===== config.mk =====
export PLATFORM = sky130hd
export DESIGN_NAME = dbe_coord
export DESIGN_NICKNAME = d
export VERILOG_FILES = /design/src/rtl/dbe_coord.sv
export SDC_FILE = /design/constraint.sdc
export NUM_CORES = 1
export LEC_CHECK = 0
export BUFFER_PORTS_ARGS = -buffer_cell sky130_fd_sc_hd__buf_2
export CAP_MARGIN = 20
export CELL_PAD_IN_SITES_DETAIL_PLACEMENT = 2
export CELL_PAD_IN_SITES_GLOBAL_PLACEMENT = 2
export CORE_MARGIN = 2
export CORE_UTILIZATION = 40
export DETAILED_ROUTE_END_ITERATION = 10
export GPL_TIMING_DRIVEN = 0
export MAX_ROUTING_LAYER = met4
export PLACE_DENSITY = 0.87
export SLEW_MARGIN = 20
export SYNTH_ARGS = -nofsm -noshare
export SYNTH_HDL_FRONTEND = slang
export SYNTH_SLANG_ARGS = --single-unit

===== constraint.sdc =====
create_clock -name clk -period 10.2 [get_ports clk]
set_input_delay 3.06 -clock clk [delete_from_list [all_inputs] [get_ports clk]]
set_output_delay 3.06 -clock clk [all_outputs]
set_load 0.01 [all_outputs]

===== src/rtl/dbe_coord.sv =====
// Scales one coordinate fraction by the grid span into a position and a weight.
module dbe_coord #(
	parameter int WB  = 24,
	parameter int N_W = 11
) (
	input  logic           clk,
	input  logic           en,
	input  logic [WB-1:0]  frac,
	input  logic [N_W-1:0] span,
	output logic [N_W-1:0] pos_q,
	output logic [WB-1:0]  w_q
);

	logic [WB+N_W-1:0] scaled;

	// Integer part selects the grid cell, fraction part is the weight
	assign scaled = frac * span;

	always_ff @(posedge clk) begin
		if (en) begin
			pos_q <= scaled[WB+N_W-1:WB];
			w_q   <= scaled[WB-1:0];
		end
	end

endmodule


==> metrics <==
Worst setup EP type flip-flop; flops & latches, synth 35; worst endpoint required time 10.24 ns; Final WS setup roughly 1.2 ns; htree depth 2; Multi-input gate area 7320 sq um; Register Area 1050 sq um; Die W approximately 160 microns; Worst setup SP type input pin; Final Hold Vio Count 0; pre-CTS setup slack 1.08 ns; vias in the first global route 9,138; maximum fanout along the worst path 10; total gr overflow 0; Internal 0.00175 W; fin crit share 87.9%; post-synthesis net count approximately 1.3k; wire length per cell 22.6 microns; post-CTS sizing 0; switching pwr 0.00218 W; post-synth top area share 42.0%; clock sinks 35; CTS Buffer Depth 2; most instantiated cells after synthesis 215 x inv_1, 197 x fa_1, 183 x nand2_1; slew margin rel. 44.3%; kind of critical path in2reg; die height 157 microns; Post-synth ARST share 0%; Starting DRT DRC Count between 200 and 300; crit path time final 8.97 ns; share of cells above drive strength 1 under 10%; final core area utilization between 40% and 50%; mapped cell area 9400 sq um; Non-Filler Instances 1,427; IO Count 72; top_reg_cell synth edfxtp_1; sw frac 55.5%; initial antenna violation count 2; leakage 5.13 nW; Routed Antenna Nets 0; Flop pwr share 10.0%; CTS tree built; fin nets 1,412; most common cell in the synthesized netlist inv_1; placed insts 1,417; Avg Inst Size Synth 9.15 sq um; core area about 23,000 sq um; run status complete, no violations; largest cells by area after synthesis fa_1 42%, edfxtp_1 11%, ha_1 9.7%; Synth area leader fa_1; vias between 7k and 8k; hpwl dp 27,500 microns; Hold WC Path Type in2reg; synth warn 0; clock share of power 3.7%; Final Hold Slack 3.19 ns; Starting Density 40.4%; Gate power share between 80% and 90%; Syn Inst Count 1,027; Layout area overhead 9.53%; Setup Buffers After CTS 0; # fillers 2,624; library cells used by synthesis 54; DRC violations left 0; input/output buffers 71; Final setup viols 0; GP Congestion between 0.8 and 0.9; Vias per Instance 5.19; register area share after synthesis around 11%; root buf cell clkbuf_16; RSZ-0062 raised after global routing false; Slew @ Worst Pin about 0.84 ns; hold buffer count at cts 0; TritonRoute pass-1 iters 4; Worst-path clk slew 0.06 ns; CTS Buf Count 5; row count 56; VDD IR max 0.196 mV; die area 24,700 sq um; Pwr Density roughly 380 nW/um^2; Slew Viols, Final 0; first-pass GRT wire length between 50,000 and 60,000 microns; Peak Freq 0.111 GHz; Total GRT Usage 28.2%; Worst EP arrival 9.01 ns; TNS Setup 0 ns; WL final 32,200 microns; count of flip-flops with a built-in enable after synthesis 35; MaxCap Viol Count 0; largest net degree at the start of global routing 36
## through the flow
stage               area [sq um]  total power, W
floorplan                   9400         0.00275
global placement           10200         0.00355
detailed placement         10200         0.00377
CTS                        10300         0.00398
global route               10300         0.00435
finish                     10300         0.00393
## critical path, stage by stage
cell	delay [ns]
buf_2	0.20
clkbuf_1	0.60
nand2_1	0.17
fa_1	0.50
fa_1	0.55
inv_1	0.06
fa_1	0.62
fa_1	0.46
fa_1	0.49
ha_1	0.29
clkbuf_2	0.18
a21oi_1	0.32
o21ai_0	0.21
a2111oi_0	0.47
o32a_1	0.24
o21ai_1	0.17
a31oi_1	0.30
xnor2_1	0.09
## power by group through the flow
stage               sequential (W)  clock, W  combinational (W)
floorplan                 0.000433         0            0.00232
global placement          0.000394         0            0.00316
detailed placement        0.000397         0            0.00338
CTS                       0.000394  0.000151            0.00344
global route              0.000399  0.000156            0.00380
finish                    0.000392  0.000147            0.00339
## routing by layer
| layer | share of wire [%] | global-route usage [%] | vias up |
|---|---|---|---|
| met3 | 3.4 | 3.77 | 88 |
| li1 | - | - | 3247 |
| met4 | 4.9 | 13.5 | 0 |
| met1 | 35 | 28.9 | 3877 |
| met5 | 0 | - | - |
| met2 | 56 | 52.9 | 195 |
## path summary, 6_finish.rpt
path	start	to	slack, ns	cells past startpoint
setup / recovery	span[2]	pos_q[5]$_DFFE_PP_	1.23	18
hold / removal	frac[0]	w_q[0]$_DFFE_PP_	3.19	2
## flip-flops by register name, summed over array words and instances, names as in the netlist
signal,count
pos_q,11
w_q,24
## cells by family (layout without fill, tap and decap cells)
group / Yosys count / after routing / share of synthesized area (%)
and+or+nand+nor: 326 / 326 / 16.6
buffers and inverters: 272 / 350 / 10.9
adders and majority gates: 270 / 270 / 51.7
AOI/OAI and AO/OA: 92 / 92 / 6.64
DFF: 35 / 35 / 11.2
xor gates and xnor gates: 32 / 32 / 2.98
other: 0 / 3 / 0
## area by class of cell
cell class / instances / share of cell area, %
Timing Repair Buffer: 71 / 3.45
Inverter: 215 / 7.84
Buffer: 57 / 2.15
Multi-Input combinational cell: 720 / 71.1
Tap cell: 319 / 3.88
Clock inverter: 2 / 0.0851
Clock buffer: 5 / 1.22
Antenna cell: 3 / 0.0729
Sequential cell: 35 / 10.2
## placed cells by master, fill, tap and decap left out, drive strengths merged, types with 2 or more instances in the layout
cell | Yosys | layout
a21boi | 2 | 2
o41ai | 2 | 2
xor2 | 10 | 10
or2 | 2 | 2
o21ai | 17 | 17
o211ai | 2 | 2
clkinv | 0 | 2
nand2 | 183 | 183
nor2 | 14 | 14
and2 | 106 | 106
and3 | 3 | 3
a21oi | 29 | 29
xnor2 | 22 | 22
o221ai | 3 | 3
inv | 215 | 215
nor3 | 2 | 2
buf | 2 | 73
clkbuf | 55 | 60
diode | 0 | 3
a31oi | 7 | 7
fa | 197 | 197
a21o | 14 | 14
ha | 73 | 73
edfxtp | 35 | 35
nand4 | 4 | 4
nand3 | 5 | 5
a211oi | 4 | 4
Note: power is estimated with default switching activity, not from simulation.
