==> src/rtl/dbe_pkg.sv <==
// Shared types and constants for the bilinear elevation block.
package dbe_pkg;

	// One elevation sample in metres.
	typedef logic signed [15:0] sample_t;

	// The four neighbors: (row,col), (row,col+1), (row+1,col), (row+1,col+1).
	typedef sample_t [3:0] nbr_t;

	// Sample code that marks a void post.
	localparam sample_t VOID_SAMPLE = 16'sh8000;

	// Input item kinds carried on s_tuser.
	localparam logic CMD_LOAD  = 1'b0;
	localparam logic CMD_QUERY = 1'b1;

	// Configuration register indexes.
	localparam logic REG_GRID_SAMPLES = 1'b0;
	localparam logic REG_TILE_VALID   = 1'b1;

	// Register width, grid minimum and reset value.
	localparam int        GRID_W     = 11;
	localparam int        GRID_MIN   = 2;
	localparam logic [10:0] GRID_RESET = 11'd1201;

	// Widths of stream fields.
	localparam int IDX_W  = 21;
	localparam int FRAC_W = 24;
	localparam int ELEV_W = 24;

	// Query sequencer states.
	typedef enum logic [3:0] {
		ST_IDLE,
		ST_SCALE,
		ST_ROWBASE,
		ST_ADDR,
		ST_READ,
		ST_DRAIN,
		ST_CHECK,
		ST_BLEND,
		ST_OUT
	} state_t;

endpackage

==> src/rtl/dbe_blend.sv <==
// Bilinear blend of four samples on one shared multiply-accumulate unit.
module dbe_blend #(
	parameter int WB = 24
) (
	input  logic                  clk,
	input  logic                  arst_n,
	input  logic                  start,
	input  dbe_pkg::nbr_t         p,
	input  logic [WB-1:0]         dx,
	input  logic [WB-1:0]         dy,
	output logic                  done,
	output logic [dbe_pkg::ELEV_W-1:0] elevation
);
	import dbe_pkg::*;

	localparam int S_W   = WB + 1;
	localparam int A_W   = (WB + 1 > 17) ? WB + 1 : 17;
	localparam int P_W   = A_W + S_W + 1;
	localparam int HW    = WB + 17;
	localparam int SUM_W = 2 * WB + 17;
	localparam int SH    = 2 * WB - 8;
	localparam logic [2:0] STEP_LAST = 3'd7;

	typedef struct packed {
		logic vld;
		logic clr;
		logic sh;
		logic save0;
		logic save1;
		logic last;
	} mac_ctl_t;

	logic                    busy_q;
	logic [2:0]              step_q;
	logic [S_W-1:0]          wx0, wx1, wy0, wy1;
	logic signed [A_W-1:0]   a_op;
	logic [S_W-1:0]          b_op;
	mac_ctl_t                ctl;
	mac_ctl_t                ctl_s1;
	logic signed [P_W-1:0]   prod;
	logic signed [P_W-1:0]   prod_s1;
	logic signed [SUM_W-1:0] prod_ext;
	logic signed [SUM_W-1:0] addend;
	logic signed [SUM_W-1:0] acc_sum;
	logic signed [SUM_W-1:0] acc_q;
	logic signed [SUM_W-1:0] rnd;
	logic signed [HW-1:0]    h0_q, h1_q;
	logic                    rnd_vld_s2;
	logic                    done_q;
	logic [ELEV_W-1:0]       elev_q;

	// Complementary weights
	assign wx0 = {1'b1, {WB{1'b0}}} - {1'b0, dx};
	assign wx1 = {1'b0, dx};
	assign wy0 = {1'b1, {WB{1'b0}}} - {1'b0, dy};
	assign wy1 = {1'b0, dy};

	// Step schedule: two horizontal blends, then the vertical blend split into halves
	always_comb begin
		a_op      = '0;
		b_op      = '0;
		ctl       = '0;
		ctl.vld   = busy_q;
		ctl.last  = (step_q == STEP_LAST);
		case (step_q)
			3'd0: begin
				a_op    = $signed(p[0]);
				b_op    = wx0;
				ctl.clr = 1'b1;
			end
			3'd1: begin
				a_op      = $signed(p[1]);
				b_op      = wx1;
				ctl.save0 = busy_q;
			end
			3'd2: begin
				a_op    = $signed(p[2]);
				b_op    = wx0;
				ctl.clr = 1'b1;
			end
			3'd3: begin
				a_op      = $signed(p[3]);
				b_op      = wx1;
				ctl.save1 = busy_q;
			end
			3'd4: begin
				a_op    = $signed({1'b0, h0_q[WB-1:0]});
				b_op    = wy0;
				ctl.clr = 1'b1;
			end
			3'd5: begin
				a_op   = $signed(h0_q[HW-1:WB]);
				b_op   = wy0;
				ctl.sh = 1'b1;
			end
			3'd6: begin
				a_op = $signed({1'b0, h1_q[WB-1:0]});
				b_op = wy1;
			end
			3'd7: begin
				a_op   = $signed(h1_q[HW-1:WB]);
				b_op   = wy1;
				ctl.sh = 1'b1;
			end
			default: begin
				a_op = '0;
				b_op = '0;
			end
		endcase
	end

	assign prod = a_op * $signed({1'b0, b_op});

	// Accumulate the registered product
	assign prod_ext = prod_s1;
	assign addend   = ctl_s1.sh ? (prod_ext <<< WB) : prod_ext;
	assign acc_sum  = ctl_s1.clr ? addend : acc_q + addend;

	// Round half up, keep Q.8
	assign rnd = acc_q + (SUM_W'(1) <<< (SH - 1));

	// Step counter and pipeline control
	always_ff @(posedge clk or negedge arst_n) begin
		if (!arst_n) begin
			busy_q     <= 1'b0;
			step_q     <= '0;
			ctl_s1     <= '0;
			rnd_vld_s2 <= 1'b0;
			done_q     <= 1'b0;
		end else begin
			ctl_s1     <= ctl;
			rnd_vld_s2 <= ctl_s1.vld & ctl_s1.last;
			done_q     <= rnd_vld_s2;
			if (start) begin
				busy_q <= 1'b1;
				step_q <= '0;
			end else if (busy_q) begin
				step_q <= step_q + 3'd1;
				if (step_q == STEP_LAST) begin
					busy_q <= 1'b0;
				end
			end
		end
	end

	// Datapath registers
	always_ff @(posedge clk) begin
		prod_s1 <= prod;
		if (ctl_s1.vld) begin
			acc_q <= acc_sum;
		end
		if (ctl_s1.vld && ctl_s1.save0) begin
			h0_q <= acc_sum[HW-1:0];
		end
		if (ctl_s1.vld && ctl_s1.save1) begin
			h1_q <= acc_sum[HW-1:0];
		end
		if (rnd_vld_s2) begin
			elev_q <= rnd[SH+ELEV_W-1:SH];
		end
	end

	assign done      = done_q;
	assign elevation = elev_q;

endmodule

==> config.mk <==
export PLATFORM = sky130hd
export DESIGN_NAME = dbe_blend
export DESIGN_NICKNAME = d
export VERILOG_FILES = /design/src/rtl/dbe_pkg.sv /design/src/rtl/dbe_blend.sv
export SDC_FILE = /design/constraint.sdc
export NUM_CORES = 2
export LEC_CHECK = 0
export BUFFER_PORTS_ARGS = -buffer_cell sky130_fd_sc_hd__buf_2
export CELL_PAD_IN_SITES_DETAIL_PLACEMENT = 1
export CELL_PAD_IN_SITES_GLOBAL_PLACEMENT = 2
export CORE_MARGIN = 10
export CORE_UTILIZATION = 37
export CTS_BUF_LIST = sky130_fd_sc_hd__clkbuf_4 sky130_fd_sc_hd__clkbuf_8
export DETAILED_ROUTE_END_ITERATION = 10
export GPL_TIMING_DRIVEN = 0
export PLACE_DENSITY = 0.82
export SYNTH_ARGS = -nofsm -noshare
export SYNTH_HDL_FRONTEND = slang
export SYNTH_SLANG_ARGS = --single-unit
==> constraint.sdc <==
create_clock -name clk -period 9.3 [get_ports clk]
set_clock_uncertainty 0.2 [all_clocks]
set_input_delay 1.395 -clock clk [delete_from_list [all_inputs] [get_ports clk]]
set_output_delay 1.395 -clock clk [all_outputs]
set_load 0.02 [all_outputs]
==> out/qor.csv <==
metric;value;unit
drv_slew;0;
vias_per_cell;5.58;
cts-root-buf;clkbuf_8;
synth-seq-cells;233;
cts_buffers;38;
relSlewSlack;11.6;%
clk_latency;590;ps
die_y;329;um
overflow;0;
rsz0062_at_grt;yes;
dp_cells;5418;
synth-seq-area-share;18.1;%
crit_arrival;10230;ps
core_area;0.0950;sq mm
drtIter0Drc;2648;
worstSetupPathType;reg -> reg;
syn_area;0.0354;sq mm
hold_violations;0;
synthToLayoutAreaGrowth;17.5;%
synth_nets;4928;
wl_per_cell;26.1;um
synth_area_leaders;fa_1 (30%), edfxtp_1 (14%), ha_1 (10%);
dr.pass1.iters;8;
htreeDepth;2;
yosys.cell_types.count;76;
fmax;101;MHz
initial_utilization;37.3;%
synthCells;4003;
setup_viol;25;
final.setup.worst_slack;-633;ps
worst_path_most_repeated_cell;fa_1;
async_flop_share;5.15;%
required;9600;ps
min_period_over_period;107;%
yosysWarnings;0;
worstHoldPathType;reg -> reg;
dieWidth;329;um
num_rows;113;
status;finished, violations left;
clkSinkCount;233;
synth_area_per_cell;8.85;sq um
routed_wl;146000;um
port_buffers;137;
slowest_stage;fa_2;
die-area;0.108;sq mm
startpoint_type;flop;
instances_no_fill;5592;
grt_pass1_vias;32800;
clk_pin_slew;70;ps
synth_top_area_share;29.8;%
antenna_found_initial;8;
end_kind;flop;
cts_tree;built;
clockBufferDepth;3;
synth_edf_count;170;
violations;setup timing;
ys.flop_type;edfxtp_1;
period_minus_slack;9930;ps
grt_util_all_layers;26.2;%
dr_total_vias;31200;
maxCapViolations;0;
dpl.hpwl;116000;um
worst_pin_slew;1320;ps
slowest_delay;600;ps
grt_max_degree;35;
yosys.area.top_type;fa_1;
gp_congestion;0.925;
pin_count;140;
grt_pass1_wl;213000;um
nNetsFinal;5221;
ant_nets;0;
critPathMaxFanout;5;
ctsHoldBuffers;0;
drive_above_1_share;17.4;%
drc;0;
flip-flops by register name (all words and copies together) (netlist names):
register	cells
acc_q	64
rnd_vld_s2	1
step_q	3
h0_q	41
prod_s1	51
busy_q	1
h1_q	41
elevation	24
done	1
ctl_s1	6
layout make-up:
| class | count | area (sq um) |
|---|---|---|
| antenna | 1 | 2.50 |
| clock inverter | 20 | 159 |
| timing repair buffer | 279 | 1970 |
| multi-input combinational | 2873 | 27000 |
| fill | 11100 | 53400 |
| sequential | 233 | 6430 |
| inverter | 701 | 2630 |
| buffer | 170 | 1170 |
| clock buffer | 50 | 638 |
| tap | 1265 | 1580 |
layout by cell type, fill, tap and decap left out, types with 40 or more instances in the layout:
master    count
a21o_1       66
a21oi_1     173
buf_2       146
buf_4       118
clkbuf_1     57
clkbuf_2     41
clkbuf_8     51
dfxtp_1      51
edfxtp_1    170
fa_1        513
ha_1        255
inv_1       684
mux2_2       49
nand2_1     408
nand2b_1     71
nand4_1      42
nor2_1      428
nor2b_1      41
o21ai_0     101
xnor2_1      80
xor2_1       40
layer usage:
metal | wire length (um) | global-route usage (%) | vias up
met5 | 11 | 0 | -
li1 | - | - | 13500
met1 | 60900 | 35.2 | 16200
met3 | 11300 | 4.38 | 264
met2 | 66700 | 41.6 | 1241
met4 | 6760 | 10.5 | 2
cell families after synthesis:
kind of cell,count (synthesis),synth area share [%]
adder cells (fa/ha/maj),810,39.8
multiplexers,75,2.34
AND/OR/NAND/NOR,1220,15.2
buffers and inverters,897,9.56
AO/OA/AOI/OAI,643,11.8
flip-flops,233,18.1
XOR/XNOR,125,3.09
cell usage after synthesis, drive strengths merged, types with 5 or more instances:
cell / count
dfrtp: 12
o21bai: 37
and3: 34
a21oi: 188
and2: 30
ha: 283
o21a: 24
buf: 27
dfxtp: 51
a22oi: 14
or3: 6
o21ai: 137
nand3: 47
nand2: 421
mux2i: 25
a31oi: 25
o211ai: 23
nor4: 8
o31ai: 11
clkbuf: 169
nand4: 42
or2: 15
nor2: 447
xor2: 40
a2111oi: 5
inv: 700
a21o: 66
nor2b: 43
nor3: 41
a222oi: 20
nand2b: 74
mux2: 49
a21boi: 5
xnor2: 85
a211oi: 13
a221o: 7
a221oi: 20
edfxtp: 170
fa: 527
a31o: 16
per-stage QoR:
stage / util [%] / setup TNS, ps / setup slack, ps / cell area (sq um) / hold WS [ps]
2_1_floorplan: - / -33.9 / -20.4 / 35600 / 152
3_3_place_gp: 39.9 / -133760 / -4100 / 37900 / 153
3_5_place_dp: 40.1 / -140310 / -4270 / 38100 / 174
4_1_cts: 42.9 / -9500 / -709 / 40700 / 188
5_1_grt: 43.8 / -13760 / -883 / 41600 / 192
6_report: 43.8 / -8080 / -633 / 41600 / 188
critical path: cells and delay by family (launching register included):
| kind | cells | cell delay, ps |
|---|---|---|
| AO/OA/AOI/OAI | 11 | 2290 |
| XOR/XNOR | 1 | 160 |
| adder cells (fa/ha/maj) | 10 | 4380 |
| buffers and inverters | 11 | 1120 |
| flip-flops | 1 | 470 |
| multiplexers | 2 | 380 |
| AND/OR/NAND/NOR | 6 | 800 |
repair_timing:
| action | in CTS | in global routing |
|---|---|---|
| setup endpoints to repair | 45 | 33 |
| gates cloned | 0 | 1 |
| setup buffers | 90 | 53 |
| pin swaps | 68 | 104 |
| gates resized for setup | 320 | 168 |
worst paths after layout:
path / from / to / slack (ps) / depth (start not counted)
hold / removal: busy_q$_DFF_PN0_ / ctl_s1[5]$_DFF_PN0_ / 190 / 0
min in group asynchronous: arst_n / done$_DFF_PN0_ / 520 / 1
max in group asynchronous: arst_n / rnd_vld_s2$_DFF_PN0_ / 8080 / 1
hold reg to reg: busy_q$_DFF_PN0_ / ctl_s1[5]$_DFF_PN0_ / 190 / 0
setup reg to reg: step_q[0]$_DFFE_PN0P_ / prod_s1[48]$_DFF_P_ / -630 / 41
setup / recovery: step_q[0]$_DFFE_PN0P_ / prod_s1[48]$_DFF_P_ / -630 / 41
Power is not shown: default switching activity piles up to over one toggle a cycle in this logic, so the estimate is an artifact.
